**src/rtl/imupd_pkg.sv**
```systemverilog
// Shared types and constants for the IMU packet deframer.
// Holds the framing bytes, the status codes and the byte-wide CRC-32 update.
// No dependencies.
`timescale 1ns / 1ps

package imupd_pkg;

    // Framing bytes
    localparam logic [7:0] START_BYTE = 8'hFE;
    localparam logic [7:0] HDR_BYTE1  = 8'h81;
    localparam logic [7:0] HDR_BYTE2  = 8'hFF;
    localparam logic [7:0] HDR_BYTE3  = 8'h55;
    localparam logic [7:0] STATUS_OK  = 8'h77;

    // Byte positions inside a packet
    localparam int unsigned POS_W      = 6;
    localparam logic [5:0] PACKET_LAST = 6'd35;
    localparam logic [5:0] CRC_SPAN    = 6'd32;
    localparam logic [5:0] FIRST_WORD  = 6'd4;
    localparam logic [5:0] WORDS_END   = 6'd28;
    localparam logic [5:0] STATUS_POS  = 6'd28;
    localparam int unsigned NUM_WORDS  = 6;

    // CRC-32/MPEG-2
    localparam logic [31:0] CRC_POLY = 32'h04C1_1DB7;
    localparam logic [31:0] CRC_INIT = 32'hFFFF_FFFF;

    // Packet status codes
    localparam logic [1:0] PKT_GOOD       = 2'd0;
    localparam logic [1:0] PKT_CRC_BAD    = 2'd1;
    localparam logic [1:0] PKT_STATUS_BAD = 2'd2;

    // Control from the framer to the CRC unit
    typedef struct packed {
        logic restart;  // back to all ones
        logic seed;     // feed byte onto the initial value
        logic feed;     // feed byte onto the running value
    } crc_ctrl_t;

    // One byte through the MSB-first CRC, eight shift steps
    function automatic logic [31:0] crc_feed(input logic [31:0] crc_in,
                                              input logic [7:0] data);
        logic [31:0] c;
        c = crc_in ^ {data, 24'h0};
        for (int i = 0; i < 8; i++) begin
            if (c[31]) begin
                c = {c[30:0], 1'b0} ^ CRC_POLY;
            end else begin
                c = {c[30:0], 1'b0};
            end
        end
        return c;
    endfunction

endpackage

```
**src/rtl/imu_packet_deframer_crc32.sv**
```systemverilog
// IMU packet deframer: start/header hunt, 36-byte packet capture, CRC-32 check.
// The result is registered: it appears in the cycle after the last byte (byte 35) of a packet is taken.
// Throughput: one byte per cycle; the only stall is the last byte of a packet while
// the previous result is still held in the output register.
// Reset (synchronous, aresetn low): hunting for the start byte, CRC all ones, no result.
// Depends on imupd_pkg and imupd_crc_unit.
`timescale 1ns / 1ps

module imu_packet_deframer_crc32
    import imupd_pkg::*;
(
    input  logic        aclk,
    input  logic        aresetn,
    input  logic        s_valid,
    output logic        s_ready,
    input  logic [7:0]  s_rx_byte,
    output logic        m_valid,
    input  logic        m_ready,
    output logic [31:0] m_gyro_x_bits,
    output logic [31:0] m_gyro_y_bits,
    output logic [31:0] m_gyro_z_bits,
    output logic [31:0] m_accel_x_bits,
    output logic [31:0] m_accel_y_bits,
    output logic [31:0] m_accel_z_bits,
    output logic [1:0]  m_packet_status
);

    logic [POS_W-1:0] pos_reg, pos_next;
    logic [31:0]      rx_crc_reg, rx_crc_next;
    logic             stat_good_reg, stat_good_next;
    logic [31:0]      words_reg [NUM_WORDS];
    logic             m_valid_reg, m_valid_next;
    logic [31:0]      out_words_reg [NUM_WORDS];
    logic [1:0]       out_status_reg;

    logic             in_acc;
    logic [POS_W-1:0] pos_eff;
    logic             hdr_ok;
    logic [7:0]       hdr_want;
    logic             in_words;
    logic [POS_W-1:0] word_off;
    logic [2:0]       word_idx;
    logic             pkt_done;
    logic [1:0]       status_next;
    logic [31:0]      crc_run;
    crc_ctrl_t        crc_ctrl;

    // Positions beyond the packet count as hunting
    assign pos_eff = (pos_reg > PACKET_LAST) ? '0 : pos_reg;

    // Last byte may only enter when the output register can take its result
    assign s_ready = !m_valid_reg || m_ready || (pos_eff != PACKET_LAST);
    assign in_acc  = s_valid && s_ready;

    // Header byte expected at positions 1..3
    always_comb begin
        unique case (pos_eff[1:0])
            2'd1:    hdr_want = HDR_BYTE1;
            2'd2:    hdr_want = HDR_BYTE2;
            default: hdr_want = HDR_BYTE3;
        endcase
    end
    assign hdr_ok = (pos_eff >= FIRST_WORD) || (s_rx_byte == hdr_want);

    assign in_words = (pos_eff >= FIRST_WORD) && (pos_eff < WORDS_END);
    assign word_off = pos_eff - FIRST_WORD;
    assign word_idx = word_off[4:2];
    assign pkt_done = in_acc && (pos_eff == PACKET_LAST);

    // CRC control
    always_comb begin
        crc_ctrl = '0;
        if (in_acc) begin
            if (pos_eff == '0) begin
                crc_ctrl.seed    = (s_rx_byte == START_BYTE);
                crc_ctrl.restart = (s_rx_byte != START_BYTE);
            end else if (!hdr_ok || pos_eff == PACKET_LAST) begin
                crc_ctrl.restart = 1'b1;
            end else begin
                crc_ctrl.feed = (pos_eff < CRC_SPAN);
            end
        end
    end

    imupd_crc_unit u_crc (
        .aclk    (aclk),
        .aresetn (aresetn),
        .ctrl    (crc_ctrl),
        .data    (s_rx_byte),
        .crc     (crc_run)
    );

    // Framing state
    always_comb begin
        pos_next       = pos_reg;
        rx_crc_next    = rx_crc_reg;
        stat_good_next = stat_good_reg;
        if (in_acc) begin
            if (pos_eff == '0) begin
                if (s_rx_byte == START_BYTE) begin
                    pos_next       = POS_W'(1);
                    rx_crc_next    = '0;
                    stat_good_next = 1'b0;
                end else begin
                    pos_next = '0;
                end
            end else if (!hdr_ok) begin
                pos_next = '0;
            end else begin
                if (pos_eff == STATUS_POS) begin
                    stat_good_next = (s_rx_byte == STATUS_OK);
                end
                if (pos_eff >= CRC_SPAN) begin
                    rx_crc_next = {rx_crc_reg[23:0], s_rx_byte};
                end
                pos_next = (pos_eff == PACKET_LAST) ? '0 : pos_eff + POS_W'(1);
            end
        end
    end

    // Result status: CRC mismatch takes priority
    always_comb begin
        if (rx_crc_next != crc_run) begin
            status_next = PKT_CRC_BAD;
        end else if (!stat_good_reg) begin
            status_next = PKT_STATUS_BAD;
        end else begin
            status_next = PKT_GOOD;
        end
    end

    assign m_valid_next = pkt_done ? 1'b1 : (m_ready ? 1'b0 : m_valid_reg);

    always_ff @(posedge aclk) begin
        if (!aresetn) begin
            pos_reg       <= '0;
            rx_crc_reg    <= '0;
            stat_good_reg <= 1'b0;
            m_valid_reg   <= 1'b0;
        end else begin
            pos_reg       <= pos_next;
            rx_crc_reg    <= rx_crc_next;
            stat_good_reg <= stat_good_next;
            m_valid_reg   <= m_valid_next;
        end
    end

    // Sample words: shift bytes in big-endian
    always_ff @(posedge aclk) begin
        if (in_acc && in_words) begin
            words_reg[word_idx] <= {words_reg[word_idx][23:0], s_rx_byte};
        end
    end

    // Output register
    always_ff @(posedge aclk) begin
        if (pkt_done) begin
            for (int k = 0; k < NUM_WORDS; k++) begin
                out_words_reg[k] <= words_reg[k];
            end
            out_status_reg <= status_next;
        end
    end

    assign m_valid         = m_valid_reg;
    assign m_gyro_x_bits   = out_words_reg[0];
    assign m_gyro_y_bits   = out_words_reg[1];
    assign m_gyro_z_bits   = out_words_reg[2];
    assign m_accel_x_bits  = out_words_reg[3];
    assign m_accel_y_bits  = out_words_reg[4];
    assign m_accel_z_bits  = out_words_reg[5];
    assign m_packet_status = out_status_reg;

    // Checks
    a_pos_range: assert property (@(posedge aclk) disable iff (!aresetn)
        pos_reg <= PACKET_LAST)
        else $error("byte position left the packet range");

    a_crc_idle: assert property (@(posedge aclk) disable iff (!aresetn)
        (pos_reg == '0) |-> (crc_run == CRC_INIT))
        else $error("CRC not at initial value while hunting");

    a_result_src: assert property (@(posedge aclk) disable iff (!aresetn)
        $rose(m_valid_reg) |-> $past(pkt_done))
        else $error("result raised without a finished packet");

    a_status_code: assert property (@(posedge aclk) disable iff (!aresetn)
        m_valid_reg |-> (out_status_reg == PKT_GOOD || out_status_reg == PKT_CRC_BAD
                         || out_status_reg == PKT_STATUS_BAD))
        else $error("illegal packet status");

endmodule

```
**src/rtl/imupd_crc_unit.sv**
```systemverilog
// Running CRC-32 register, updated one byte per accepted item.
// Depends on imupd_pkg for the control struct and the byte update.
`timescale 1ns / 1ps

module imupd_crc_unit
    import imupd_pkg::*;
(
    input  logic        aclk,
    input  logic        aresetn,
    input  crc_ctrl_t   ctrl,
    input  logic [7:0]  data,
    output logic [31:0] crc
);

    logic [31:0] crc_reg;
    logic [31:0] crc_next;

    // Next value: restart wins, then seeding from a start byte, then feed
    always_comb begin
        crc_next = crc_reg;
        if (ctrl.restart) begin
            crc_next = CRC_INIT;
        end else if (ctrl.seed) begin
            crc_next = crc_feed(CRC_INIT, data);
        end else if (ctrl.feed) begin
            crc_next = crc_feed(crc_reg, data);
        end
    end

    always_ff @(posedge aclk) begin
        if (!aresetn) begin
            crc_reg <= CRC_INIT;
        end else begin
            crc_reg <= crc_next;
        end
    end

    assign crc = crc_reg;

endmodule
```
**config.mk**
```make
export PLATFORM = sky130hd
export DESIGN_NAME = imu_packet_deframer_crc32
export DESIGN_NICKNAME = d
export VERILOG_FILES = /design/src/rtl/imupd_pkg.sv /design/src/rtl/imu_packet_deframer_crc32.sv /design/src/rtl/imupd_crc_unit.sv
export SDC_FILE = /design/constraint.sdc
export NUM_CORES = 1
export LEC_CHECK = 0
export ABC_AREA = 1
export BUFFER_PORTS_ARGS = -buffer_cell sky130_fd_sc_hd__buf_2
export CORE_MARGIN = 4
export CORE_UTILIZATION = 55
export CTS_BUF_LIST = sky130_fd_sc_hd__clkbuf_4 sky130_fd_sc_hd__clkbuf_8
export CTS_CLUSTER_SIZE = 12
export DETAILED_ROUTE_END_ITERATION = 7
export GPL_ROUTABILITY_DRIVEN = 1
export PLACE_DENSITY_LB_ADDON = 0.08
export SYNTH_ARGS = -nofsm -noshare
export SYNTH_HDL_FRONTEND = slang
export SYNTH_HIERARCHICAL = 1
export SYNTH_SLANG_ARGS = --single-unit
```
**constraint.sdc**
```tcl
create_clock -name aclk -period 13.66 [get_ports aclk]
set_input_delay 4.098 -clock aclk [delete_from_list [all_inputs] [get_ports aclk]]
set_output_delay 4.098 -clock aclk [all_outputs]
set_load 0.02 [all_outputs]
```
==> results.toml <==
[floorplan]
die_w_um = 202
rows = 70
die_area_um2 = 40800
ios = 208
fp.dieH_um = 202
core_area_um2 = 36900
initial_core_util = 0.562

[cts]
clock_sinks = 506
cts_tree = "built"
clk_path_buf_depth = 3
cts_resized = 0
cts.hold.buffers_added = 0
path_clk_slew_ns = 0.07
post-cts-setup-buffer-count = 0
clk_latency_ns = 0.61
cts.htree.levels = 3
cts_buffers = 80
clock_tree.root_cell = "clkbuf_8"

[critical_path]
crit_fanout = 2
critPathKind = "in2out"
worstPathArrival_ns = 4.64
reg2reg_depth = 20
startpoint_type = "input pin"
cp_data_required_time_ns = 9.56
r2r-start = "pos_reg[3]"
cp-end-kind = "output pin"
rr_endpoint = "u_crc/crc[26]"
ff2ff_setup_slack_ns = 7.81

[outcome]
status = "finished clean"

[yosys]
synth_area_per_cell_um2 = 11.6
yosysMostFrequentCell = "nand2_1"
yosysTopAreaCell = "edfxtp_1"
synth_edf_count = 434
ys_dominant_reg_cell = "edfxtp_1"
syn_nets = 1807
synth_common_cells = "nand2_1, edfxtp_1, inv_1"
async_flop_share = 0
synth_area_leaders = "edfxtp_1, nand2_1, dfxtp_1"
ys_ff_latch = 506
syn_area_um2 = 20700
yosys.cell_types.count = 47
yosysTopAreaCellShare = 0.629
synth_seq_area_share = 0.699
ys_warn_count = 6
synthCells = 1790

[route]
drc_errors = 0
vias_per_cell = 5.39
routed_wl_um = 53000
firstDrtPassIters = 5
drt-initial-drc-count = 1153
wire_per_inst_um = 20.3
ant_nets = 0
vias = 14095

[global_routing]
grt_max_degree = 79
grt_pass1_wl_um = 79900
grt_pass1_vias = 13528
grt_usage = 0.255
grt_overflow = 0
antenna_found_initial = 0

[power]
p_comb_frac = 0.042
cell_internal_pwr_uw = 2420
powerDensity_nw_per_um2 = 128
power_leakage_uw = 0.00948
pwr-share-seq = 0.541
sw_frac_of_total = 0.215
ir_drop_mv = 0.0743
net-switching-power_uw = 662
clockPowerShare = 0.416

[layout]
fin_nets = 2064
diodes = 0
largest_reg_flops = 240
drive_gt1_frac = 0.199
syn2layout_area_growth_pct = 15.8
stdcell_count = 2613

[place]
numPlacedInstances = 2469
gp_congestion = 0.870
dp_hpwl_um = 34300
place.port_buffers = 207

[timing]
min_period_over_period = 0.640
fin_worst_skew_ns = 0.0203
setup_viol = 0
fmax_ghz = 0.114
fin_setup_tns_ns = 0
rsz0062_at_grt = "no"
slew_violations = 0
relSlewSlack = 0.226
tightest_slew_ns = 1.15
finalHoldViolCount = 0
period_needed_ns = 8.74

[min_path]
min_from = "words_reg[2][27]"
hold_path_class = "reg2reg"
whs_path_depth = 0
min_to = "out_words_reg[2][27]"

[flow_run]
maxCapViolations = 0
## kinds of logic (layout without fill, tap and decap cells)
family,count (synthesis),in the layout,synth area share
compound gates,215,215,0.0637
xor+xnor,61,61,0.0296
fa+ha+maj,5,5,0.00302
buf+inv,264,583,0.0512
flops,506,506,0.699
simple gates,739,739,0.154
## worst max path at each step
stage	slack [ns]	endpoint	start
final	4.92	s_ready	m_ready
after global routing	4.88	s_ready	m_ready
after CTS	4.92	s_ready	m_ready
after detailed placement	4.93	s_ready	m_ready
after global placement	4.92	s_ready	m_ready
after floorplan	0.03	m_packet_status[0]	m_ready
## per-layer routing
layer / up-vias / share of wire / GRT usage
met3: 77 / 0.071 / 0.0404
met2: 571 / 0.50 / 0.433
met1: 6741 / 0.40 / 0.335
met4: 0 / 0.032 / 0.0948
met5: - / 0 / 0
li1: 6706 / - / -
## cell usage in the layout (no fill, tap or decap), types with 4 or more instances in the layout
cell and n:
o21ai_0 51, xor2_1 39, nand4_1 18, clkbuf_8 82, xnor2_1 16, o21ai_1 20, nand2_1 461, o221ai_1 4
or2_1 10, clkinv_2 11, clkinv_1 24, bufinv_16 5, inv_2 13, o211ai_1 9, nand2_2 11, or2_2 4
nor2_1 67, a21oi_1 60, o2bb2ai_1 6, clkbuf_4 22, dfxtp_1 72, a221oi_1 37, edfxtp_1 434, nor2_2 8
buf_2 207, nor3_4 4, buf_4 28, nand3b_1 8, nand3_1 131, o22ai_1 23, nor4_2 5, ha_1 5
inv_1 186
## per-stage QoR
| stage | cell area (um2) | hold slack, ns | setup slack, ns | total power, uW | utilization |
|---|---|---|---|---|---|
| 3_5_place_dp | 22400 | 0.405 | 4.93 | 1830 | 0.607 |
| 2_1_floorplan | 20700 | 0.400 | 0.0303 | 1790 | - |
| 6_report | 24000 | 0.413 | 4.92 | 3080 | 0.651 |
| 3_3_place_gp | 22400 | 0.402 | 4.92 | 1830 | 0.607 |
| 4_1_cts | 24000 | 0.415 | 4.92 | 3100 | 0.651 |
| 5_1_grt | 24000 | 0.419 | 4.88 | 3200 | 0.651 |
## critical path: stages
cell and delay (ns):
buf_2 0.10, inv_1 0.04, nand2_1 0.06, nor2_2 0.14, inv_1 0.05, buf_2 0.15
## power groups by stage
stage | sequential (uW) | clock [uW] | combinational [uW]
final | 1670 | 1280 | 130
after global routing | 1670 | 1380 | 147
after detailed placement | 1700 | 0 | 128
after CTS | 1670 | 1310 | 129
after global placement | 1700 | 0 | 126
after floorplan | 1700 | 0 | 95.4
## cell type report
cell class,count,area (um2)
well taps,504,631
fillers,2867,12900
clock buffers,104,1290
inverters,204,768
multi-input cells,1020,5270
clock inverters,40,312
repair buffers,235,1250
flip-flops and latches,506,14500
Note: power is estimated with default switching activity, not from simulation.
